**src/hdl/psrf_pkg.sv**
```systemverilog
// Package for the printable string run finder.
// Constants, run record and queue entry types; no dependencies.
package psrf_pkg;

   localparam logic [7:0]  PRINT_LO        = 8'h20;
   localparam logic [7:0]  PRINT_HI        = 8'h7F;
   localparam logic [15:0] MIN_CHARS_RESET = 16'd4;
   localparam int          QUEUE_DEPTH_DEF = 4;

   typedef struct packed {
      logic [31:0] run_start;
      logic [31:0] run_bytes;
      logic        wide;
   } run_rec_type;

   // up to two runs closed by one byte, already in order of run end
   typedef struct packed {
      logic        two_runs;
      run_rec_type rec0;
      run_rec_type rec1;
   } run_pair_type;

endpackage

```
**src/hdl/psrf_if.sv**
```systemverilog
// Channel interfaces for the printable string run finder: input bytes,
// result beats and the min_chars write port. Depends on nothing.
interface psrf_req_if;
   logic       valid;
   logic       ready;
   logic [7:0] data_byte;
   logic       end_of_data;
   modport source (output valid, output data_byte, output end_of_data, input ready);
   modport sink   (input valid, input data_byte, input end_of_data, output ready);
endinterface

interface psrf_rsp_if;
   logic        valid;
   logic        ready;
   logic [31:0] run_start;
   logic [31:0] run_bytes;
   logic        wide;
   logic        last_of_item;
   modport source (output valid, output run_start, output run_bytes, output wide,
                   output last_of_item, input ready);
   modport sink   (input valid, input run_start, input run_bytes, input wide,
                   input last_of_item, output ready);
endinterface

interface psrf_csr_if;
   logic        valid;
   logic        ready;
   logic [15:0] min_chars;
   modport source (output valid, output min_chars, input ready);
   modport sink   (input valid, input min_chars, output ready);
endinterface

```
**src/hdl/psrf_front.sv**
```systemverilog
// Front end: takes bytes, tracks ASCII and UTF-16LE runs, qualifies closed
// runs against min_chars and orders them. Uses psrf_pkg and psrf_if.
module psrf_front
   import psrf_pkg::*;
(
   input  logic         clock,
   input  logic         reset,
   psrf_req_if.sink     req_ch,
   psrf_csr_if.sink     csr_ch,
   input  logic         queue_full,
   output logic         push,
   output run_pair_type push_data
);

   typedef struct packed {
      logic        ok;
      logic [31:0] len;
   } qual_type;

   logic [15:0] min_chars_ff,  min_chars_in;
   logic [31:0] offset_ff,     offset_in;
   logic        phase_ff,      phase_in;
   logic        a_active_ff,   a_active_in;
   logic [31:0] a_start_ff,    a_start_in;
   logic        w_active_ff,   w_active_in;
   logic [31:0] w_start_ff,    w_start_in;
   logic [7:0]  held_ff,       held_in;

   logic        accept;
   logic        a_print, pair_ok;
   logic [31:0] pair_at;
   logic [32:0] pos_next;
   logic        a_cand, w_cand;
   logic [31:0] a_cs, w_cs;
   logic [32:0] a_ce, w_ce;
   logic        w_act_after;
   logic [31:0] w_start_after;
   qual_type    a_q, w_q;
   logic        swap;
   run_rec_type a_rec, w_rec;

   function automatic logic printable(input logic [7:0] b);
      printable = (b >= PRINT_LO) && (b < PRINT_HI);
   endfunction

   function automatic qual_type qualify(input logic [31:0] s, input logic [32:0] e,
                                        input logic [16:0] need);
      logic [32:0] diff;
      logic        gt;
      qual_type    q;
      gt    = e > {1'b0, s};
      diff  = gt ? (e - {1'b0, s}) : 33'd0;
      q.ok  = gt && (diff >= {16'd0, need});
      q.len = diff[32] ? 32'hFFFF_FFFF : diff[31:0];
      qualify = q;
   endfunction

   assign accept        = req_ch.valid && req_ch.ready;
   assign req_ch.ready  = !queue_full;
   assign csr_ch.ready  = 1'b1;

   always_comb begin
      a_print   = printable(req_ch.data_byte);
      pair_ok   = (req_ch.data_byte == 8'd0) && printable(held_ff);
      pair_at   = (offset_ff != 32'd0) ? offset_ff - 32'd1 : 32'd0;
      pos_next  = {1'b0, offset_ff} + 33'd1;

      // ASCII tracker
      a_cand = 1'b0;
      a_cs   = a_start_ff;
      a_ce   = {1'b0, offset_ff};
      if (!a_print && a_active_ff) begin
         a_cand = 1'b1;
      end else if (req_ch.end_of_data && a_print) begin
         a_cand = 1'b1;
         a_cs   = a_active_ff ? a_start_ff : offset_ff;
         a_ce   = pos_next;
      end

      // wide tracker, pair completes on the odd byte
      w_cand        = 1'b0;
      w_cs          = w_start_ff;
      w_ce          = {1'b0, pair_at};
      w_act_after   = w_active_ff;
      w_start_after = w_start_ff;
      if (phase_ff) begin
         if (pair_ok) begin
            w_act_after   = 1'b1;
            w_start_after = w_active_ff ? w_start_ff : pair_at;
         end else begin
            w_act_after = 1'b0;
            w_cand      = w_active_ff;
         end
      end
      if (req_ch.end_of_data && w_act_after) begin
         w_cand = 1'b1;
         w_cs   = w_start_after;
         w_ce   = phase_ff ? pos_next : {1'b0, offset_ff};
      end

      a_q = qualify(a_cs, a_ce, {1'b0, min_chars_ff});
      w_q = qualify(w_cs, w_ce, {min_chars_ff, 1'b0});

      a_rec = '{run_start: a_cs, run_bytes: a_q.len, wide: 1'b0};
      w_rec = '{run_start: w_cs, run_bytes: w_q.len, wide: 1'b1};

      swap = (a_cand && a_q.ok) && (w_cand && w_q.ok) && (w_ce < a_ce);
      push = accept && ((a_cand && a_q.ok) || (w_cand && w_q.ok));
      push_data.two_runs = (a_cand && a_q.ok) && (w_cand && w_q.ok);
      if (!(a_cand && a_q.ok) || swap) begin
         push_data.rec0 = w_rec;
         push_data.rec1 = a_rec;
      end else begin
         push_data.rec0 = a_rec;
         push_data.rec1 = w_rec;
      end
   end

   always_comb begin
      min_chars_in = (csr_ch.valid && csr_ch.ready) ? csr_ch.min_chars : min_chars_ff;
      offset_in    = offset_ff;
      phase_in     = phase_ff;
      a_active_in  = a_active_ff;
      a_start_in   = a_start_ff;
      w_active_in  = w_active_ff;
      w_start_in   = w_start_ff;
      held_in      = held_ff;
      if (accept) begin
         if (req_ch.end_of_data) begin
            offset_in   = 32'd0;
            phase_in    = 1'b0;
            a_active_in = 1'b0;
            a_start_in  = 32'd0;
            w_active_in = 1'b0;
            w_start_in  = 32'd0;
            held_in     = 8'd0;
         end else begin
            offset_in   = (offset_ff != 32'hFFFF_FFFF) ? pos_next[31:0] : offset_ff;
            phase_in    = !phase_ff;
            a_active_in = a_print;
            a_start_in  = (a_print && !a_active_ff) ? offset_ff : a_start_ff;
            w_active_in = w_act_after;
            w_start_in  = w_start_after;
            held_in     = phase_ff ? held_ff : req_ch.data_byte;
         end
      end
   end

   always_ff @(posedge clock) begin
      if (reset) begin
         min_chars_ff <= MIN_CHARS_RESET;
         offset_ff    <= 32'd0;
         phase_ff     <= 1'b0;
         a_active_ff  <= 1'b0;
         a_start_ff   <= 32'd0;
         w_active_ff  <= 1'b0;
         w_start_ff   <= 32'd0;
         held_ff      <= 8'd0;
      end else begin
         min_chars_ff <= min_chars_in;
         offset_ff    <= offset_in;
         phase_ff     <= phase_in;
         a_active_ff  <= a_active_in;
         a_start_ff   <= a_start_in;
         w_active_ff  <= w_active_in;
         w_start_ff   <= w_start_in;
         held_ff      <= held_in;
      end
   end

endmodule

```
**src/hdl/psrf_queue.sv**
```systemverilog
// Short FIFO of qualified run pairs between front and back end.
// Uses psrf_pkg.
module psrf_queue
   import psrf_pkg::*;
#(
   parameter int DEPTH = QUEUE_DEPTH_DEF
) (
   input  logic         clock,
   input  logic         reset,
   input  logic         push,
   input  run_pair_type push_data,
   input  logic         pop,
   output logic         full,
   output logic         not_empty,
   output run_pair_type head
);

   localparam int PTR_W = (DEPTH > 1) ? $clog2(DEPTH) : 1;
   localparam int CNT_W = $clog2(DEPTH + 1);

   run_pair_type           mem [DEPTH];
   logic [PTR_W-1:0]       wr_ptr_ff, wr_ptr_in;
   logic [PTR_W-1:0]       rd_ptr_ff, rd_ptr_in;
   logic [CNT_W-1:0]       count_ff,  count_in;

   assign full      = count_ff == CNT_W'(DEPTH);
   assign not_empty = count_ff != '0;
   assign head      = mem[rd_ptr_ff];

   always_comb begin
      wr_ptr_in = wr_ptr_ff;
      rd_ptr_in = rd_ptr_ff;
      count_in  = count_ff;
      if (push) begin
         wr_ptr_in = (wr_ptr_ff == PTR_W'(DEPTH - 1)) ? '0 : wr_ptr_ff + 1'b1;
      end
      if (pop) begin
         rd_ptr_in = (rd_ptr_ff == PTR_W'(DEPTH - 1)) ? '0 : rd_ptr_ff + 1'b1;
      end
      if (push && !pop) begin
         count_in = count_ff + 1'b1;
      end else if (pop && !push) begin
         count_in = count_ff - 1'b1;
      end
   end

   always_ff @(posedge clock) begin
      if (push) begin
         mem[wr_ptr_ff] <= push_data;
      end
   end

   always_ff @(posedge clock) begin
      if (reset) begin
         wr_ptr_ff <= '0;
         rd_ptr_ff <= '0;
         count_ff  <= '0;
      end else begin
         wr_ptr_ff <= wr_ptr_in;
         rd_ptr_ff <= rd_ptr_in;
         count_ff  <= count_in;
      end
   end

endmodule

```
**src/hdl/psrf_back.sv**
```systemverilog
// Back end: unpacks queued run pairs into result beats through an output
// register. Uses psrf_pkg and psrf_if.
module psrf_back
   import psrf_pkg::*;
(
   input  logic         clock,
   input  logic         reset,
   input  logic         not_empty,
   input  run_pair_type head,
   output logic         pop,
   psrf_rsp_if.source   rsp_ch
);

   logic        out_valid_ff, out_valid_in;
   run_rec_type out_rec_ff,   out_rec_in;
   logic        out_last_ff,  out_last_in;
   logic        sel_ff,       sel_in;
   logic        load;
   logic        last_here;

   always_comb begin
      load         = not_empty && (!out_valid_ff || rsp_ch.ready);
      last_here    = !head.two_runs || sel_ff;
      pop          = load && last_here;
      out_valid_in = load || (out_valid_ff && !rsp_ch.ready);
      out_rec_in   = out_rec_ff;
      out_last_in  = out_last_ff;
      sel_in       = sel_ff;
      if (load) begin
         out_rec_in  = sel_ff ? head.rec1 : head.rec0;
         out_last_in = last_here;
         sel_in      = !last_here;
      end
   end

   always_ff @(posedge clock) begin
      out_rec_ff  <= out_rec_in;
      out_last_ff <= out_last_in;
   end

   always_ff @(posedge clock) begin
      if (reset) begin
         out_valid_ff <= 1'b0;
         sel_ff       <= 1'b0;
      end else begin
         out_valid_ff <= out_valid_in;
         sel_ff       <= sel_in;
      end
   end

   assign rsp_ch.valid        = out_valid_ff;
   assign rsp_ch.run_start    = out_rec_ff.run_start;
   assign rsp_ch.run_bytes    = out_rec_ff.run_bytes;
   assign rsp_ch.wide         = out_rec_ff.wide;
   assign rsp_ch.last_of_item = out_last_ff;

endmodule

```
**src/hdl/printable_string_run_finder_core.sv**
```systemverilog
// Printable string run finder, top level. Uses psrf_pkg, psrf_if and the
// psrf_front, psrf_queue and psrf_back modules.
// Throughput: one byte per cycle; a byte closing two runs gives two result beats.
// A closed run passes through the run queue and then the output register to the result beat.
// Input stalls only when the run queue (QUEUE_DEPTH entries) is full.
// Synchronous reset clears trackers, offset, queue and output; min_chars returns to 4.
module printable_string_run_finder_core
   import psrf_pkg::*;
#(
   parameter int QUEUE_DEPTH = QUEUE_DEPTH_DEF
) (
   input  logic       clock,
   input  logic       reset,
   psrf_req_if.sink   req_ch,
   psrf_csr_if.sink   csr_ch,
   psrf_rsp_if.source rsp_ch
);

   logic         push, pop, full, not_empty;
   run_pair_type push_data, head;

   psrf_front u_front (
      .clock     (clock),
      .reset     (reset),
      .req_ch    (req_ch),
      .csr_ch    (csr_ch),
      .queue_full(full),
      .push      (push),
      .push_data (push_data)
   );

   psrf_queue #(.DEPTH(QUEUE_DEPTH)) u_queue (
      .clock    (clock),
      .reset    (reset),
      .push     (push),
      .push_data(push_data),
      .pop      (pop),
      .full     (full),
      .not_empty(not_empty),
      .head     (head)
   );

   psrf_back u_back (
      .clock    (clock),
      .reset    (reset),
      .not_empty(not_empty),
      .head     (head),
      .pop      (pop),
      .rsp_ch   (rsp_ch)
   );

endmodule

```
**src/flat_wrapper.sv**
```systemverilog
// flat-port wrapper written by rule: the top's interface ports become plain ports
module printable_string_run_finder_core_flat import psrf_pkg::*;
#(
   parameter int QUEUE_DEPTH = QUEUE_DEPTH_DEF
)
  (clock, reset, req_ch_valid, req_ch_data_byte, req_ch_end_of_data, req_ch_ready, csr_ch_valid, csr_ch_min_chars, csr_ch_ready, rsp_ch_valid, rsp_ch_run_start, rsp_ch_run_bytes, rsp_ch_wide, rsp_ch_last_of_item, rsp_ch_ready);
  psrf_req_if req_ch_i ();
  psrf_csr_if csr_ch_i ();
  psrf_rsp_if rsp_ch_i ();
  input  logic clock;
  input  logic reset;
  input wire logic [$bits(req_ch_i.valid)-1:0] req_ch_valid;
  input wire logic [$bits(req_ch_i.data_byte)-1:0] req_ch_data_byte;
  input wire logic [$bits(req_ch_i.end_of_data)-1:0] req_ch_end_of_data;
  output wire logic [$bits(req_ch_i.ready)-1:0] req_ch_ready;
  input wire logic [$bits(csr_ch_i.valid)-1:0] csr_ch_valid;
  input wire logic [$bits(csr_ch_i.min_chars)-1:0] csr_ch_min_chars;
  output wire logic [$bits(csr_ch_i.ready)-1:0] csr_ch_ready;
  output wire logic [$bits(rsp_ch_i.valid)-1:0] rsp_ch_valid;
  output wire logic [$bits(rsp_ch_i.run_start)-1:0] rsp_ch_run_start;
  output wire logic [$bits(rsp_ch_i.run_bytes)-1:0] rsp_ch_run_bytes;
  output wire logic [$bits(rsp_ch_i.wide)-1:0] rsp_ch_wide;
  output wire logic [$bits(rsp_ch_i.last_of_item)-1:0] rsp_ch_last_of_item;
  input wire logic [$bits(rsp_ch_i.ready)-1:0] rsp_ch_ready;
  assign req_ch_i.valid = req_ch_valid;
  assign req_ch_i.data_byte = req_ch_data_byte;
  assign req_ch_i.end_of_data = req_ch_end_of_data;
  assign req_ch_ready = req_ch_i.ready;
  assign csr_ch_i.valid = csr_ch_valid;
  assign csr_ch_i.min_chars = csr_ch_min_chars;
  assign csr_ch_ready = csr_ch_i.ready;
  assign rsp_ch_valid = rsp_ch_i.valid;
  assign rsp_ch_run_start = rsp_ch_i.run_start;
  assign rsp_ch_run_bytes = rsp_ch_i.run_bytes;
  assign rsp_ch_wide = rsp_ch_i.wide;
  assign rsp_ch_last_of_item = rsp_ch_i.last_of_item;
  assign rsp_ch_i.ready = rsp_ch_ready;
  printable_string_run_finder_core #(.QUEUE_DEPTH(QUEUE_DEPTH)) u_core (.clock(clock), .reset(reset), .req_ch(req_ch_i), .csr_ch(csr_ch_i), .rsp_ch(rsp_ch_i));
endmodule
```
**config.mk**
```make
export PLATFORM = sky130hd
export DESIGN_NAME = printable_string_run_finder_core_flat
export DESIGN_NICKNAME = d
export VERILOG_FILES = /design/src/hdl/psrf_pkg.sv /design/src/hdl/psrf_if.sv /design/src/hdl/psrf_front.sv /design/src/hdl/psrf_queue.sv /design/src/hdl/psrf_back.sv /design/src/hdl/printable_string_run_finder_core.sv /design/src/flat_wrapper.sv
export SDC_FILE = /design/constraint.sdc
export NUM_CORES = 1
export LEC_CHECK = 0
export BUFFER_PORTS_ARGS = -buffer_cell sky130_fd_sc_hd__buf_4
export CAP_MARGIN = 40
export CORE_ASPECT_RATIO = 0.75
export CORE_MARGIN = 1.5
export CORE_UTILIZATION = 25
export DETAILED_ROUTE_END_ITERATION = 12
export SYNTH_ARGS = -nofsm -noshare
export SYNTH_HDL_FRONTEND = slang
export SYNTH_SLANG_ARGS = --single-unit
```
**constraint.sdc**
```tcl
create_clock -name clock -period 10.65 [get_ports clock]
set_input_delay 1.5975 -clock clock [delete_from_list [all_inputs] [get_ports clock]]
set_output_delay 1.5975 -clock clock [all_outputs]
set_load 0.02 [all_outputs]
```
# Word-level counts from Yosys, hierarchy flattened
# Memories as Yosys holds them, arrays and structs flattened. A register that Yosys moved wholly into a read port is not among the register bits.
# Cells that the tools add are included.
# word_totals
memories	1
output_inout_bits	69
latchBits	0
register_bits	198
ram_bits	524
in_bits	30
romBits	0
wordCells	128
# mem_list
name	words	width	rd	rd_clocked_by_memory_dff	wr	line	source
u_core.u_queue.mem	4	131	1	1	1	psrf_queue.sv:21	run_pair_type mem [DEPTH];
# classes
order_cmp	9
add_sub_neg	8
div_mod_pow	0
n_eq_ne	5
n_mux	43
multipliers	0
shift	0
bitwise	0
reduce_logical	45
# op_table
op	count
$mux 32	15
$mux 33	6
$mux 130	1
$gt 33x32->1	2
$sub 33x32->33	2
$mux 65	1
$add 32x1->33 const B	1
$ge 33x16->1	1
$ge 33x17->1	1
$lt 33x33->1	1
$ne 32x32->1 const B	1
$reduce_bool 32->1	1
$sub 32x1->32 const B	1
$logic_and 1x1->1	20
$ge 8x6->1 const B	2
$lt 8x7->1 const B	2
$mux 8	2
$mux 1	12
$logic_not 1->1	11
$logic_not 8->1	1
$mux 2	4
$mux 3	2
$reduce_and 2->1	3
$reduce_bool 2->1	3
8 further kinds	14

# Logic depth before layout (Yosys ltp)
# depth
word_depth	18
ltp_mapped	41
mapped_depth_nobuf	36

# By module
# From an unflattened synthesis, not the netlist that was laid out.
# hier_totals
hier_cells	3028
area_unflattened_um2	37761.2
# modules_own_cells
mod	n_inst	cells_per_inst	seq_area_each_um2	area_per_inst_um2
psrf_queue	1	729	15915.3	19388.6
psrf_front	1	2148	2462.4	15507.4
psrf_back	1	151	2021.9	2865.2

# Worst setup path after synthesis
# OpenSTA, ideal clock, no wires.
# synth_timing
path_type	input to register
from	input port req_ch_data_byte[4]
to	memory u_core.u_queue.mem[2][0] (netlist name), enable pin
required_time_ps	10144
setup_time_ps	506
cell_stages	33
arrival_time_ps	10319
path_buffers	4
slack_ps	-175
path_cell_list	or4_1 > nor4_1 > nand2_1 > nor2_1 > clkbuf_1 > nor2_1 > clkbuf_1 > a21oi_1 > a21oi_1 > a21oi_1 > ha_1 > clkbuf_1 > and4_1 > and3_1 > a21oi_1 > o21ai_0 > a31o_2 > a311oi_1 > o21bai_1 > clkbuf_1 > and2_1 > ha_1 > nand4_1 > nor2_1 > a221oi_1 > nand3b_1 > mux2i_1 > o2111ai_1 > and4b_1 > nand4_1 > o211ai_1 > a21oi_1 > and2_1
# synth_via
elab_chain_cells	15
elab_cells_between_ends	40
classes_between	add/sub: 2; order compare: 6; mux: 19; reduce/logical: 13
# synth_rtl
item	line	source
start: declaration	flat_wrapper.sv:13	input wire logic [$bits(req_ch_i.data_byte)-1:0] req_ch_data_byte;
parallel branches: the longest is 11 deep, another holds $sub 33x32->33	--	
$logic_or 1x1->1 (*)	psrf_front.sv:108	push = accept && ((a_cand && a_q.ok) || (w_cand && w_q.ok));
$logic_and 1x1->1 (*)	psrf_front.sv:108	
net u_core.push	printable_string_run_finder_core.sv:19	logic push, pop, full, not_empty;
$mux 1 (*)	psrf_queue.sv:48	if (push) begin
$mux 1 (implied by the code) (*)	psrf_queue.sv:49	mem[wr_ptr_ff] <= push_data;
end: declaration	psrf_queue.sv:21	
# Mark *: on every way through the listed nets, which the timed path passes.

==> reports/results.txt <==
final wirelength: 113000 um
Post-synth EDFFs: 590
htree depth: 3
layout cells sized above 1: 0.199
Hold EP: u_core.u_front.w_start_ff[18]
total of max-cap violations: 0
Critical Path RT: 11.03 ns
Die Wd: 450 um
post-CTS sizing: 0
FF/Latch Area: 20400 um2
max-slew violations: 0
Setup crit start kind: input pin
fmax: 0.105 GHz
Initial Util: 0.253
CP dominant cell by count: buf_4
die height: 338 um
HP Start: u_core.u_front.w_start_ff[18]
Synth Flop Type: edfxtp_1
CORE AREA: 148000 um2
Crit Reg-Reg Endpoint: u_core.u_queue.mem[1][102]
status: completed
Lkg Pwr: 17.0 nW
CTS tree: done
Slowest-stage cell, CP: mux2i_1
Post-CTS Setup Repair Bufs: 0
clk slew on worst S/H paths: 0.06 ns
CP Capture Type: flop
worst stage delay on the critical path: 0.64 ns
Rel. slew slack: 0.383
via count: 26118
die area: 152000 um2
mux cell area share after synthesis: 0.154
Synth Area in Adders: 0.0473
Async S/R FF share, synth: 0
Synth Register Bits: 724
final setup fails: 0
Slew @ Worst Pin: 0.917 ns
post-synthesis compound-gate area fraction: 0.0915
DP Wirelength: 83200 um
post-layout min period: 9.54 ns
Cells after Synth: 3018
1st-iter DRT viols: 2699
Placer Congestion: 0.987
number of antenna violations at the first check in global routing: 3
Max Root-Sink Buffers: 3
largest family of logic cells by synthesized area: multiplexers
largest net degree at the start of global routing: 65
Final Skew: 0.0461 ns
Arr. time, crit path: 9.93 ns
peak supply drop: 0.128 mV
Final nets: 3384
Total GRT Usage: 0.146
r2r startpoint: u_core.u_front.offset_ff[8]
Placement Cell Area: 41800 um2
Final Instance Area: 44400 um2
I/O pin cnt: 99
worst skew pair latency: 0.69 ns
hold-critical path depth: 2
crit-path max FO: 40
depth of the worst register-to-register path: 35
RSZ-0062 raised after global routing: no
hold_buf cts: 0
root buf cell: clkbuf_16
Hold Path Class: flop to flop
# port buffers: 97
DR DRC count: 0
Final Hold Viols: 0
global-route wire length before repair: 168000 um
setup TNS: 0 ns
setup slack, reg-to-reg: 1.21 ns
Sink Count: 724
# fillers: 14913
vias in the first global route: 25208
Multi-input gate area: 16000 um2
Vias/cell: 4.96
Synth Area in Simple Gates: 0.100
syn_nets: 3188
Ys Warns: 0
Layout Utilization: 0.299
post-synthesis xor/xnor area fraction: 0.0313
Area growth, synth to finish: 18.4%
ant diodes: 0
CP Class: input pin to flop
Final Cycle Share: 0.896
Syn Area/Cell: 12.4 um2
GRT Residual Overflow: 0
PD cells: 207 nW/um2
TritonCTS Buffers: 79
Post-Syn Area: 37500 um2
Core Rows: 122
DR pass1 iterations: 6
routed len/inst: 21.5 um
sequential area share after synthesis: 0.544
Yosys cell types: 78
Detail Route Antenna Nets: 0
[how the worst max path moves through the flow]
stage                                      from                    endpoint  slack, ns
floorplan                   req_ch_data_byte[4]    u_core.u_queue.mem[0][0]       1.26
global placement            req_ch_data_byte[4]  u_core.u_queue.mem[0][102]       0.65
detailed placement          req_ch_data_byte[4]  u_core.u_queue.mem[0][102]       0.61
CTS                         req_ch_data_byte[4]  u_core.u_queue.mem[3][102]       1.27
global route        u_core.u_front.offset_ff[2]  u_core.u_queue.mem[1][102]       0.68
finish                      req_ch_data_byte[4]  u_core.u_queue.mem[1][102]       1.11
[cell usage after synthesis, drive strengths merged, types with 71 or more instances]
| library cell | count | share of area |
|---|---|---|
| a21oi | 174 | 0.023 |
| a22oi | 71 | 0.014 |
| clkbuf | 151 | 0.015 |
| dfxtp | 134 | 0.072 |
| edfxtp | 590 | 0.47 |
| ha | 137 | 0.046 |
| inv | 80 | 0.0080 |
| mux2i | 203 | 0.054 |
| mux4 | 131 | 0.079 |
| nand2 | 168 | 0.017 |
| nor2 | 297 | 0.030 |
| o21ai | 155 | 0.021 |
[layer usage]
layer / GRT usage / part of all wire / vias up / wire length (um)
met3: 0.0294 / 0.081 / 134 / 9220
met2: 0.215 / 0.43 / 1031 / 48700
met5: 0 / 0 / - / 0
li1: - / - / 11848 / -
met4: 0.0349 / 0.019 / 0 / 2200
met1: 0.216 / 0.47 / 13105 / 53100
[critical path, delay by kind of cell]
family	cells	cell delay (ns)
compound gates	8	1.80
fa+ha+maj	2	0.75
mux	3	1.23
buf+inv	9	1.77
simple gates	14	2.66
[where the power goes]
part | leakage (nW) | total, mW | switching (mW) | internal, mW
clock | 1.23 | 2.72 | 1.16 | 1.56
sequential | 6.74 | 3.60 | 0.130 | 3.47
combinational | 9.04 | 2.87 | 1.72 | 1.15
[cell families after synthesis]
kind of cell    count (synthesis)
other cells                     1
xor+xnor                      134
mux                           404
fa+ha+maj                     140
flops                         724
buf+inv                       273
simple gates                  784
compound gates                558
[registers in the layout, summed over array words and instances (netlist names), 2 cells and up, named ones only]
register and count:
u_core.u_queue.mem 524, u_core.u_back.rsp_ch.run_bytes 32, u_core.u_back.rsp_ch.run_start 32, u_core.u_front.a_start_ff 32
u_core.u_front.offset_ff 32, u_core.u_front.w_start_ff 32, u_core.u_front.min_chars_ff 16, u_core.u_front.held_ff 8
u_core.u_queue.count_ff 3, u_core.u_queue.rd_ptr_ff 2, u_core.u_queue.wr_ptr_ff 2
[through the flow]
stage,worst slack (ns),total power [mW],hold slack (ns),cells
floorplan,1.26,5.38,0.432,3018
global placement,0.655,6.52,0.438,5111
detailed placement,0.615,6.55,0.456,5117
CTS,1.27,9.30,0.462,5263
global route,0.685,9.63,0.495,5263
finish,1.11,9.19,0.468,5263
[cells in the final DEF, fill, tap and decap left out, drive strengths merged, types with 68 or more instances in the layout]
cell type,synthesis,routed
a22oi,71,71
buf,42,308
clkbuf,151,105
mux4,131,131
ha,137,137
inv,80,84
mux2i,203,203
a21oi,174,174
nand2,168,168
o21ai,155,155
dfxtp,134,134
nor2,297,297
xnor2,68,68
edfxtp,590,590
mux2,70,70
[final cells by class]
| cell class | instances | area share |
|---|---|---|
| Clock buffer | 105 | 0.0488 |
| Inverter | 80 | 0.00677 |
| Clock inverter | 41 | 0.00902 |
| Tap cell | 1984 | 0.0559 |
| Timing Repair Buffer | 308 | 0.0593 |
| Sequential cell | 724 | 0.460 |
| Multi-Input combinational cell | 2021 | 0.360 |
No activity file was read; power rests on OpenSTA's default activity.
